`config.mk`:
```
export PLATFORM = sky130hd
export DESIGN_NAME = csm_queue
export DESIGN_NICKNAME = d
export VERILOG_FILES = /design/src/rtl/core/csm_pkg.sv /design/src/rtl/core/csm_queue.sv
export SDC_FILE = /design/constraint.sdc
export NUM_CORES = 1
export LEC_CHECK = 0
export BUFFER_PORTS_ARGS = -buffer_cell sky130_fd_sc_hd__buf_2
export CORE_AREA = 2 2 294 296
export CTS_CLUSTER_DIAMETER = 200
export DETAILED_ROUTE_END_ITERATION = 10
export DIE_AREA = 0 0 296 298
export GPL_ROUTABILITY_DRIVEN = 0
export GPL_TIMING_DRIVEN = 1
export MAX_ROUTING_LAYER = met4
export SLEW_MARGIN = 20
export SYNTH_ARGS = -nofsm -noshare
export SYNTH_HDL_FRONTEND = slang
export SYNTH_SLANG_ARGS = --single-unit
```
`constraint.sdc`:
```
create_clock -name clk -period 22 [get_ports clk]
set_input_delay 1.1 -clock clk [delete_from_list [all_inputs] [get_ports clk]]
set_output_delay 1.1 -clock clk [all_outputs]
set_load 0.02 [all_outputs]
```
`src/rtl/core/csm_pkg.sv`:
```
// shared widths and the classified segment record for the colinear segment merger
// no dependencies; compiled first

package csm_pkg;

	// field widths
	localparam int COORD_W = 32;
	localparam int DIFF_W  = 33;
	localparam int RAD_W   = 31;
	localparam int DEPTH_W = 8;
	localparam int PAR_W   = 11;
	localparam int PIDX_W  = 10;
	localparam int EPS_W   = 31;
	localparam int THR_W   = 16;

	// shared multiplier and accumulator widths
	localparam int MUL_W  = 35;
	localparam int PROD_W = 70;
	localparam int ACC_W  = 170;

	// segment after the front end: coordinates, direction, decoded parent
	typedef struct packed {
		logic [2:0][COORD_W-1:0] s;
		logic [2:0][COORD_W-1:0] e;
		logic [2:0][DIFF_W-1:0]  cv;
		logic [RAD_W-1:0]        sr;
		logic [RAD_W-1:0]        er;
		logic [DEPTH_W-1:0]      depth;
		logic                    par_ok;
		logic [PIDX_W-1:0]       par_idx;
		logic                    last;
	} seg_item_t;

endpackage

```
`src/rtl/core/csm_queue.sv`:
```
// two entry queue between the front end and the merge engine
// depends on csm_pkg for the segment record

module csm_queue (
	input  logic               clk,
	input  logic               arst_n,
	input  logic               push,
	input  csm_pkg::seg_item_t din,
	output logic               room,
	input  logic               pop,
	output csm_pkg::seg_item_t dout,
	output logic               avail
);
	import csm_pkg::*;

	seg_item_t  mem_q [2];
	logic       wr_q;
	logic       rd_q;
	logic [1:0] cnt_q;

	assign room  = (cnt_q != 2'd2);
	assign avail = (cnt_q != 2'd0);
	assign dout  = mem_q[rd_q];

	// pointers and fill count
	always_ff @(posedge clk or negedge arst_n) begin
		if (!arst_n) begin
			wr_q  <= 1'b0;
			rd_q  <= 1'b0;
			cnt_q <= 2'd0;
		end else begin
			if (push) begin
				wr_q <= ~wr_q;
			end
			if (pop) begin
				rd_q <= ~rd_q;
			end
			if (push && !pop) begin
				cnt_q <= cnt_q + 2'd1;
			end else if (pop && !push) begin
				cnt_q <= cnt_q - 2'd1;
			end
		end
	end

	// storage
	always_ff @(posedge clk) begin
		if (push) begin
			mem_q[wr_q] <= din;
		end
	end

endmodule

```
---- Word-level counts from Yosys, hierarchy flattened ----
Memories as Yosys holds them, arrays and structs flattened.
Cells that the tools add are included.
word-level totals
  memories kept ........................... 1
  RAM bits ................................ 746
  bits in registers ....................... 4
  input bits .............................. 377
cells by class
  add/subtract/negate cells ............... 2
  bitwise operators ....................... 2
  reductions and logical operators ........ 6
  equality and inequality tests ........... 1
  muxes and demuxes ....................... 4
memory list
  name   depth  width  rd ports  clocked after memory_dff  write ports  RTL line         text
  mem_q  2      373    1         0                         1            csm_queue.sv:16  seg_item_t mem_q [2];
operators with widths
  kind                                               count
  2-to-1 mux 2 bit                                   2
  nonzero test 2 bit                                 2
  adder 2 x 1 -> 2 bit (second input constant)       1
  logical AND 1 bit                                  2
  logical NOT 1 bit                                  2
  2-to-1 mux 1 bit                                   2
  != test 2 bit (second input constant)              1
  inverter 1 bit                                     2
  subtractor 2 x 1 -> 2 bit (second input constant)  1

---- Longest topological paths before layout ----
  depth in word-level cells ............... 4
  mapped depth ............................ 5

---- Least setup slack after synthesis ----
No wires, ideal clock.
  path kind ............................... in2reg
  start ................................... input port push
  end ..................................... memory mem_q[0][0] in the netlist's numbering (enable)
  buffers on the path ..................... 0
  setup slack ............................. 3.726 ns
  required time ........................... 20.839 ns
  cell stages on the path ................. 1
  data arrival time ....................... 17.113 ns
  library setup time ...................... 1.161 ns
  path through ............................ nor2b_1
on the way
  cells in the longest elaborated chain, start to end .. 2
ends and longest elaborated chain
  element                                 RTL line         text
  from (decl)                             csm_queue.sv:7   input logic push,
  2-to-1 mux 1 bit                        csm_queue.sv:48  if (push) begin
  2-to-1 mux 1 bit (not written as such)  csm_queue.sv:49  mem_q[wr_q] <= din;
  to (decl)                               csm_queue.sv:16
No other way between the ends.

==> impl_metrics.py <==
metrics = {
    "worst_setup_path": {
        "end_kind": "output pin",
        "r2r_end": "mem_q[0][299]",
        "critical_path_class": "register to output pin",
        "r2r_slack_ps": 18610,
        "crit_path_max_fanout": 133,
        "cp_slowest_cell": "buf_4",
        "required_ps": 20900,
        "start_kind": "register",
        "critPathMaxStageDelay_ps": 860,
        "r2r_start": "wr_q",
        "cpMostUsedCell": "buf_4",
        "crit_path_cell_trace": "buf_12, buf_4, buf_4, mux2_2, buf_2",
        "r2r_cells": 3,
        "cp.arrival_ps": 4690,
    },
    "cells_and_area": {
        "drive_above_1_share_pct": 61.23,
        "num-fill-cells": 7650,
        "syn2layout_area_growth_pct": 25.23,
        "multi_input_area_mm2": 0.005647,
        "final_area_mm2": 0.03619,
        "finalNetCount": 2362,
        "seq_area_mm2": 0.02251,
    },
    "power": {
        "ir_drop_mv": 0.09878,
        "pwr_density_cell_mw_per_mm2": 139.2,
        "finalPower_mw": 5.038,
        "power_leakage_nw": 14.43,
    },
    "yosys": {
        "synth_cells": 1177,
        "seq_area_frac_synth_pct": 77.87,
        "ys_warn_count": 0,
        "synthesis.area_mm2": 0.02890,
        "avgSynthCellArea_um2": 24.55,
        "synth_cell_types": 16,
        "syn-num-nets": 1555,
        "yosys_register_bits": 750,
    },
    "place": {
        "post-dp-hpwl_um": 45650,
        "io_buffers": 751,
        "dp_slack_ps": 16730,
        "postPlaceCellArea_mm2": 0.03348,
    },
    "clock_network": {
        "clk_path_buf_depth": 3,
        "root_buffer": "clkbuf_16",
        "cts_tree": "built",
        "cts_resized": 0,
        "clk_latency_ps": 620,
        "cts_made_buffers": 83,
        "h-tree-depth": 3,
        "postCtsHoldBufs": 0,
        "post_cts_buffers": 0,
        "clkTransAtPathRegs_ps": 60,
        "cts.sinks": 750,
    },
    "floorplan": {
        "dieArea_mm2": 0.08821,
        "fp.dieW_um": 296,
        "start_util_pct": 34.05,
        "io_pins": 752,
        "die_h_um": 298,
        "fp-row-count": 107,
        "coreArea_mm2": 0.08488,
    },
    "sta": {
        "slew_violations": 0,
        "skew_ps": 28.40,
        "tightest_slew_ps": 1280,
        "timing.setup.tns_ps": 0,
        "rsz0062_at_grt": "no",
        "fin_crit_ps": 5786,
        "period_share_pct": 26.30,
        "layout_setup_ws_ps": 16210,
        "max_freq_ghz": 0.1728,
        "final_hold_viol_count": 0,
        "slew_headroom_pct": 14.68,
        "setup_viol": 0,
    },
    "global_route": {
        "grt_pass1_wl_um": 93710,
        "grtUsageTotal_pct": 14.68,
        "antenna_found_initial": 25,
        "grt_pass1_vias": 15040,
        "grt_overflow": 0,
        "grt_max_degree": 160,
    },
    "outcome": {
        "outcome": "completed",
    },
    "routing": {
        "drt_wl_total_um": 65830,
        "vias": 13980,
        "routedWlPerCell_um": 20.50,
        "drc": 0,
        "drt-initial-drc-count": 933,
        "ant_nets": 0,
        "vias_per_cell": 4.351,
        "dr.pass1.iters": 4,
    },
    "hold_path": {
        "hold_class": "primary input to async pin",
    },
    "job": {
        "drv_cap": 0,
    },
}
## placed cells by master (no fill, tap or decap), drive strengths merged, types with 4 or more instances in the layout
cell	Yosys	layout
buf	42	764
edfxtp	746	746
mux2	373	373
clkbuf	0	101
clkinv	0	36
diode	0	20
bufinv	0	7
inv	1	5
xor2	4	4
dfrtp	4	4
## worst max path at each step
| stage | startpoint | endpoint | slack [ps] | cells past startpoint |
|---|---|---|---|---|
| 2_1_floorplan | push | mem_q[0][0] | 3730 | 1 |
| 3_3_place_gp | rd_q | dout[362] | 16810 | 5 |
| 3_5_place_dp | rd_q | dout[359] | 16730 | 5 |
| 4_1_cts | rd_q | dout[359] | 16030 | 5 |
| 5_1_grt | rd_q | dout[362] | 15910 | 5 |
| 6_report | rd_q | dout[359] | 16210 | 5 |
## synthesized netlist by cell type (all sizes together)
library cell / n / area share [%]
nor2b: 1 / 0.022
buf: 42 / 2.6
mux2: 373 / 19
nor2: 1 / 0.013
edfxtp: 746 / 78
ha: 1 / 0.043
dfrtp: 4 / 0.35
and2: 1 / 0.022
xnor2: 1 / 0.030
inv: 1 / 0.013
xor2: 4 / 0.12
or2: 1 / 0.022
nand2b: 1 / 0.022
## per-layer routing
layer / vias to the layer above / part of all wire [%] / track usage, %
li1: 6365 / - / -
met1: 6912 / 35 / 15.07
met5: - / 0 / -
met2: 585 / 52 / 25.46
met3: 115 / 9.9 / 5.356
met4: 0 / 2.7 / 5.495
## power breakdown
| group | internal (mW) | total [mW] | switching, mW | leakage (nW) |
|---|---|---|---|---|
| clock network | 0.788 | 1.34 | 0.556 | 1.29 |
| logic | 0.735 | 1.71 | 0.976 | 6.09 |
| registers | 1.90 | 1.98 | 0.0826 | 7.05 |
## registers in the layout (all words and copies together), names as in the netlist
name,count
cnt_q,2
rd_q,1
wr_q,1
mem_q,746
## area by class of cell
cell class	count	area share, %
tap	1144	3.955
inverter	1	0.01037
clock buffer	101	5.985
clock inverter	48	1.362
timing repair buffer	764	10.76
antenna	20	0.1383
multi-input combinational	384	15.60
sequential	750	62.19
## cell families (layout without fill, tap and decap cells)
group | Yosys count | after routing | share of synthesized area, %
buffers and inverters | 43 | 914 | 2.628
XOR/XNOR | 5 | 5 | 0.1515
other | 0 | 20 | 0
AND/OR/NAND/NOR | 5 | 5 | 0.09963
adder cells (fa/ha/maj) | 1 | 1 | 0.04329
multiplexers | 373 | 373 | 19.21
flip-flops | 750 | 750 | 77.87
## through the flow
| stage | hold slack, ps | utilization [%] | instances |
|---|---|---|---|
| after floorplan | 455.5 | - | 1177 |
| after global placement | 477.6 | 39.45 | 3043 |
| after detailed placement | 486.7 | 39.45 | 3043 |
| after CTS | 229.7 | 42.58 | 3192 |
| after global routing | 250.5 | 42.63 | 3211 |
| final | 288.8 | 42.64 | 3212 |
## worst max-delay path: cells and delay by family (launching register included)
family | cells | cell delay [ps]
flip-flops | 1 | 850
buffers and inverters | 4 | 2590
multiplexers | 1 | 420
No activity file was read; power rests on OpenSTA's default activity.
