### src/rtl/core/csm_pkg.sv
// shared widths and the classified segment record for the colinear segment merger
// no dependencies; compiled first

package csm_pkg;

	// field widths
	localparam int COORD_W = 32;
	localparam int DIFF_W  = 33;
	localparam int RAD_W   = 31;
	localparam int DEPTH_W = 8;
	localparam int PAR_W   = 11;
	localparam int PIDX_W  = 10;
	localparam int EPS_W   = 31;
	localparam int THR_W   = 16;

	// shared multiplier and accumulator widths
	localparam int MUL_W  = 35;
	localparam int PROD_W = 70;
	localparam int ACC_W  = 170;

	// segment after the front end: coordinates, direction, decoded parent
	typedef struct packed {
		logic [2:0][COORD_W-1:0] s;
		logic [2:0][COORD_W-1:0] e;
		logic [2:0][DIFF_W-1:0]  cv;
		logic [RAD_W-1:0]        sr;
		logic [RAD_W-1:0]        er;
		logic [DEPTH_W-1:0]      depth;
		logic                    par_ok;
		logic [PIDX_W-1:0]       par_idx;
		logic                    last;
	} seg_item_t;

endpackage

### src/rtl/core/csm_if.sv
// request channels of the colinear segment merger: input segments and merged segments
// depends on csm_pkg for field widths

interface csm_seg_if;
	import csm_pkg::*;
	logic                      valid;
	logic                      ready;
	logic signed [COORD_W-1:0] start_x;
	logic signed [COORD_W-1:0] start_y;
	logic signed [COORD_W-1:0] start_z;
	logic signed [COORD_W-1:0] end_x;
	logic signed [COORD_W-1:0] end_y;
	logic signed [COORD_W-1:0] end_z;
	logic [RAD_W-1:0]          start_radius;
	logic [RAD_W-1:0]          end_radius;
	logic [DEPTH_W-1:0]        branch_depth;
	logic signed [PAR_W-1:0]   parent_in;
	logic                      final_in;

	modport source (output valid, start_x, start_y, start_z, end_x, end_y, end_z,
		start_radius, end_radius, branch_depth, parent_in, final_in, input ready);
	modport sink (input valid, start_x, start_y, start_z, end_x, end_y, end_z,
		start_radius, end_radius, branch_depth, parent_in, final_in, output ready);
endinterface


### src/rtl/core/csm_front.sv
// front end: takes input segment requests, forms the direction vector, decodes the parent
// depends on csm_pkg and csm_if

module csm_front #(
	parameter int MAX_SEGMENTS = 1024
) (
	csm_seg_if.sink              seg,
	input  logic                 room,
	output logic                 push,
	output csm_pkg::seg_item_t   item
);
	import csm_pkg::*;

	// request taken whenever the queue has room
	assign seg.ready = room;
	assign push      = seg.valid && room;

	// classify the segment
	always_comb begin
		item.s[0]    = seg.start_x;
		item.s[1]    = seg.start_y;
		item.s[2]    = seg.start_z;
		item.e[0]    = seg.end_x;
		item.e[1]    = seg.end_y;
		item.e[2]    = seg.end_z;
		item.cv[0]   = DIFF_W'(seg.end_x) - DIFF_W'(seg.start_x);
		item.cv[1]   = DIFF_W'(seg.end_y) - DIFF_W'(seg.start_y);
		item.cv[2]   = DIFF_W'(seg.end_z) - DIFF_W'(seg.start_z);
		item.sr      = seg.start_radius;
		item.er      = seg.end_radius;
		item.depth   = seg.branch_depth;
		// negative parent or one at or beyond the table size means no parent
		item.par_idx = seg.parent_in[PIDX_W-1:0];
		item.par_ok  = !seg.parent_in[PAR_W-1] &&
			(32'(seg.parent_in[PIDX_W-1:0]) < 32'(MAX_SEGMENTS));
		item.last    = seg.final_in;
	end

endmodule

### src/flat_wrapper.sv
// flat-port wrapper written by rule: the top's interface ports become plain ports
module csm_front_flat import csm_pkg::*;
#(
	parameter int MAX_SEGMENTS = 1024
)
  (room, push, item, seg_valid, seg_start_x, seg_start_y, seg_start_z, seg_end_x, seg_end_y, seg_end_z, seg_start_radius, seg_end_radius, seg_branch_depth, seg_parent_in, seg_final_in, seg_ready);
  csm_seg_if seg_i ();
  input  logic room;
  output logic push;
  output csm_pkg::seg_item_t item;
  input wire logic [$bits(seg_i.valid)-1:0] seg_valid;
  input wire logic [$bits(seg_i.start_x)-1:0] seg_start_x;
  input wire logic [$bits(seg_i.start_y)-1:0] seg_start_y;
  input wire logic [$bits(seg_i.start_z)-1:0] seg_start_z;
  input wire logic [$bits(seg_i.end_x)-1:0] seg_end_x;
  input wire logic [$bits(seg_i.end_y)-1:0] seg_end_y;
  input wire logic [$bits(seg_i.end_z)-1:0] seg_end_z;
  input wire logic [$bits(seg_i.start_radius)-1:0] seg_start_radius;
  input wire logic [$bits(seg_i.end_radius)-1:0] seg_end_radius;
  input wire logic [$bits(seg_i.branch_depth)-1:0] seg_branch_depth;
  input wire logic [$bits(seg_i.parent_in)-1:0] seg_parent_in;
  input wire logic [$bits(seg_i.final_in)-1:0] seg_final_in;
  output wire logic [$bits(seg_i.ready)-1:0] seg_ready;
  assign seg_i.valid = seg_valid;
  assign seg_i.start_x = seg_start_x;
  assign seg_i.start_y = seg_start_y;
  assign seg_i.start_z = seg_start_z;
  assign seg_i.end_x = seg_end_x;
  assign seg_i.end_y = seg_end_y;
  assign seg_i.end_z = seg_end_z;
  assign seg_i.start_radius = seg_start_radius;
  assign seg_i.end_radius = seg_end_radius;
  assign seg_i.branch_depth = seg_branch_depth;
  assign seg_i.parent_in = seg_parent_in;
  assign seg_i.final_in = seg_final_in;
  assign seg_ready = seg_i.ready;
  csm_front #(.MAX_SEGMENTS(MAX_SEGMENTS)) u_core (.seg(seg_i), .room(room), .push(push), .item(item));
endmodule
### config.mk
export PLATFORM = sky130hd
export DESIGN_NAME = csm_front_flat
export DESIGN_NICKNAME = d
export VERILOG_FILES = /design/src/rtl/core/csm_pkg.sv /design/src/rtl/core/csm_if.sv /design/src/rtl/core/csm_front.sv /design/src/flat_wrapper.sv
export SDC_FILE = /design/constraint.sdc
export NUM_CORES = 1
export LEC_CHECK = 0
export BUFFER_PORTS_ARGS = -buffer_cell sky130_fd_sc_hd__buf_2
export CAP_MARGIN = 20
export CORE_AREA = 8 8 245 247
export DETAILED_ROUTE_END_ITERATION = 7
export DIE_AREA = 0 0 253 255
export PLACE_DENSITY = 0.45
export REMOVE_ABC_BUFFERS = 1
export SETUP_SLACK_MARGIN = 0.3
export SLEW_MARGIN = 20
export SYNTH_ARGS = -nofsm -noshare
export SYNTH_HDL_FRONTEND = slang
export SYNTH_SLANG_ARGS = --single-unit
### constraint.sdc
create_clock -name vclk -period 6.3
set_input_delay 0.63 -clock vclk [all_inputs]
set_output_delay 0.63 -clock vclk [all_outputs]
set_load 0.05 [all_outputs]
; Word-level counts from Yosys, hierarchy flattened
; Index checks and enable logic that the tools add are counted.
[op_classes]
n_reduce_logical = 2
addsub = 3
[ops]
columns = op, n
row1 = $sub 32x32->33, 3
row2 = $logic_and 1x1->1, 1
row3 = $logic_not 1->1, 1
[totals]
in_bits = 276
elab_cells = 5
reg_bits = 0
out_inout_bits = 375

; Depth between registers and ports, before layout
[depth]
word_depth = 1
ltp_mapped = 11
mapped_depth_nobuf = 11

; Worst setup path before layout
; No wires, ideal clock.
[synth_timing]
path_kind = input -> output
from = input seg_start_x[3]
to = output item[105] (netlist bit)
cell_stages = 9
setup_slack_ns = 1.829
path_buffers = 0
t_arrival_ns = 3.841
path_cell_list = inv_1 -> ha_1 -> o211ai_1 -> a21oi_1 -> o41ai_2 -> o31a_1 -> a21oi_1 -> o21ai_0 -> o311ai_0
[synth_lines]
columns = item, line
row1 = from (decl), flat_wrapper.sv:12  ; input wire logic [$bits(seg_i.start_x)-1:0] seg_start_x;
row2 = to (decl), flat_wrapper.sv:10  ; output csm_pkg::seg_item_t item;

==> impl_metrics.env <==
export IMPL_detail_route_antenna_nets=0
export IMPL_synth_compound_area_share_pct=23.82
export IMPL_synth_area_leaders="buf_4, ha_1, inv_1"
export IMPL_yosysSeqAreaShare_pct=0
export IMPL_total_power_mw=1.697
export IMPL_postCtsHoldBufs=0
export IMPL_setup_viol=0
export IMPL_cts_resized=0
export IMPL_fillCellCount=6567
export IMPL_clockBufferCount=0
export IMPL_p_per_area_mw_per_mm2=193.6
export IMPL_place_congestion=0.9965
export IMPL_timing_final_crit_share_pct=69.78
export IMPL_area_growth_pct=17.31
export IMPL_dieArea_mm2=0.06452
export IMPL_min_path_type="input pin to primary output"
export IMPL_synthCells=1098
export IMPL_cap_violations=0
export IMPL_rsz0062_at_grt="no"
export IMPL_avgViaCountPerCell=4.012
export IMPL_rows=87
export IMPL_start_kind="input pin"
export IMPL_final_cell_area_mm2=0.008767
export IMPL_post_place_ws_ns=1.915
export IMPL_max_clock_freq_mhz=227.5
export IMPL_outcome="finished, final reports clean"
export IMPL_num_vias=8264
export IMPL_ioPinCount=651
export IMPL_synthSimpleGateAreaFrac_pct=14.31
export IMPL_min_period_ns=4.396
export IMPL_synth_top_area_share_pct=27.52
export IMPL_grt_pass1_wl_um=59330
export IMPL_wl_um=44440
export IMPL_yosys_warnings=0
export IMPL_post_dp_hpwl_um=41090
export IMPL_core_mm2=0.05595
export IMPL_drive_above_1_share_pct=38.62
export IMPL_critPathKind="input pin to primary output"
export IMPL_synthMuxAreaShare_pct=0.1339
export IMPL_yosysUniqueCellTypes=64
export IMPL_nets=1677
export IMPL_hold_viol=0
export IMPL_avgSynthCellArea_um2=6.806
export IMPL_placed_area_mm2=0.008757
export IMPL_postCtsSetupRepairBufs=0
export IMPL_power_leakage_nw=4.799
export IMPL_finalSetupTns_ns=0
export IMPL_relSlewSlack_pct=59.56
export IMPL_synth_top_family_by_area="buffers and inverters"
export IMPL_report_final_slew_viol_count=0
export IMPL_die_h_um=255
export IMPL_overflow=0
export IMPL_track_usage_pct=12.43
export IMPL_synth_xor_area_share_pct=9.844
export IMPL_worstPathArrival_ns=3.77
export IMPL_drt_drc_violations_left=0
export IMPL_drt_iter0_markers=375
export IMPL_end_kind="primary output"
export IMPL_grt_max_degree=10
export IMPL_worst_pin_slew_ns=0.5987
export IMPL_synth_largest_area_cell="buf_4"
export IMPL_start_util_pct=13.36
export IMPL_antenna_found_initial=18
export IMPL_worst_ep_required_time_ns=5.67
export IMPL_wl_per_cell_um=21.57
export IMPL_io_buffers=489
export IMPL_first_global_vias=8279
export IMPL_ir_drop_mv=0.09847
export IMPL_synthesis_area_mm2=0.007473
export IMPL_final_seq_area_um2=0
export IMPL_synth_fa_ha_area_share_pct=16.88
export IMPL_setup_ws_ns=1.904
export IMPL_crit_path_max_fanout=4
export IMPL_design_seq_count=0
export IMPL_chipWidth_um=253
export IMPL_firstDrtPassIters=5
stage by stage:
step                hold slack [ns]  utilization [%]  cells
floorplan                     1.260                -    811
global placement              1.260            15.65   2056
detailed placement            1.260            15.65   2056
CTS                           1.260            15.65   2056
global route                  1.260            15.66   2058
finish                        1.260            15.67   2060
cell families (layout without fill, tap and decap cells):
kind of cell,count (synthesis),after routing
AND/OR/NAND/NOR,217,217
multiplexers,1,1
AO/OA/AOI/OAI,275,275
buffers and inverters,422,624
adder cells (fa/ha/maj),99,99
other,0,4
XOR/XNOR,84,84
worst paths after layout:
kind	startpoint	depth (start not counted)	endpoint	slack, ns
worst max-delay path	seg_end_z[0]	12	item[172]	1.90
worst min-delay path	seg_end_radius[3]	0	item[23]	1.26
placed cells by master, fill, tap and decap left out, types with 5 or more instances in the layout:
cell / count
a21o_1: 39
nor2b_1: 11
a31oi_1: 9
nor2_1: 53
nand3_1: 20
nand2_1: 58
a21oi_1: 87
xnor2_1: 54
o21ai_0: 44
ha_1: 96
nand2b_1: 12
inv_1: 135
xor2_1: 30
buf_2: 489
and3_1: 10
and2_1: 6
o21bai_1: 6
o211ai_1: 12
nand4_1: 15
a211oi_1: 8
o21a_1: 12
o22ai_1: 5
nor3_1: 14
critical path, stage by stage:
cell and delay [ns]:
buf_2 0.09, inv_1 0.04, ha_1 0.24, fa_1 0.47
nor2b_1 0.20, o211ai_1 0.12, a21oi_1 0.20, o21ai_0 0.15
a41oi_1 0.55, a31o_2 0.35, xor2_1 0.37, buf_2 0.35
report_power, final:
| group | internal [mW] | switching (mW) | leakage, nW | total, mW |
|---|---|---|---|---|
| Clock | 0.0000000853 | 0 | 0.0000254 | 0.0000000854 |
| Sequential | 0 | 0 | 0 | 0 |
| Combinational | 0.424 | 1.27 | 4.80 | 1.70 |
synth_stat cells (3+ instances only):
cell	instances
nand4_1	15
nor2b_1	11
a31oi_1	9
nand2b_1	12
o21ai_1	4
nand2_1	58
o22ai_1	5
clkbuf_1	10
nand3_1	20
a21oi_1	87
o21ai_0	44
o41ai_1	3
xnor2_1	54
a211oi_1	8
o31ai_1	4
a21o_1	39
xor2_1	30
nor3_1	14
o21a_1	12
o221ai_1	3
or2_2	4
o31a_1	4
and2_1	6
ha_1	96
buf_4	274
a2111oi_0	4
o211ai_1	12
fa_1	3
nor2_1	53
inv_1	135
a31o_2	3
o21bai_1	6
and3_1	10
per-layer routing:
metal | global-route usage [%] | wire length [um] | vias up
met4 | 0.8218 | 337 | 18
li1 | - | - | 3886
met3 | 7.726 | 6994 | 34
met1 | 13.73 | 16940 | 3700
met5 | 3.832 | 345 | -
met2 | 20.66 | 19830 | 626
layout make-up:
type | instances | area, um^2 | share of cell area [%]
timing repair buffer | 489 | 2447 | 27.91
antenna | 4 | 10.01 | 0.1142
multi-input combinational | 676 | 4857 | 55.40
tap | 756 | 945.9 | 10.79
inverter | 135 | 506.7 | 5.780
Note: power is estimated with default switching activity, not from simulation.
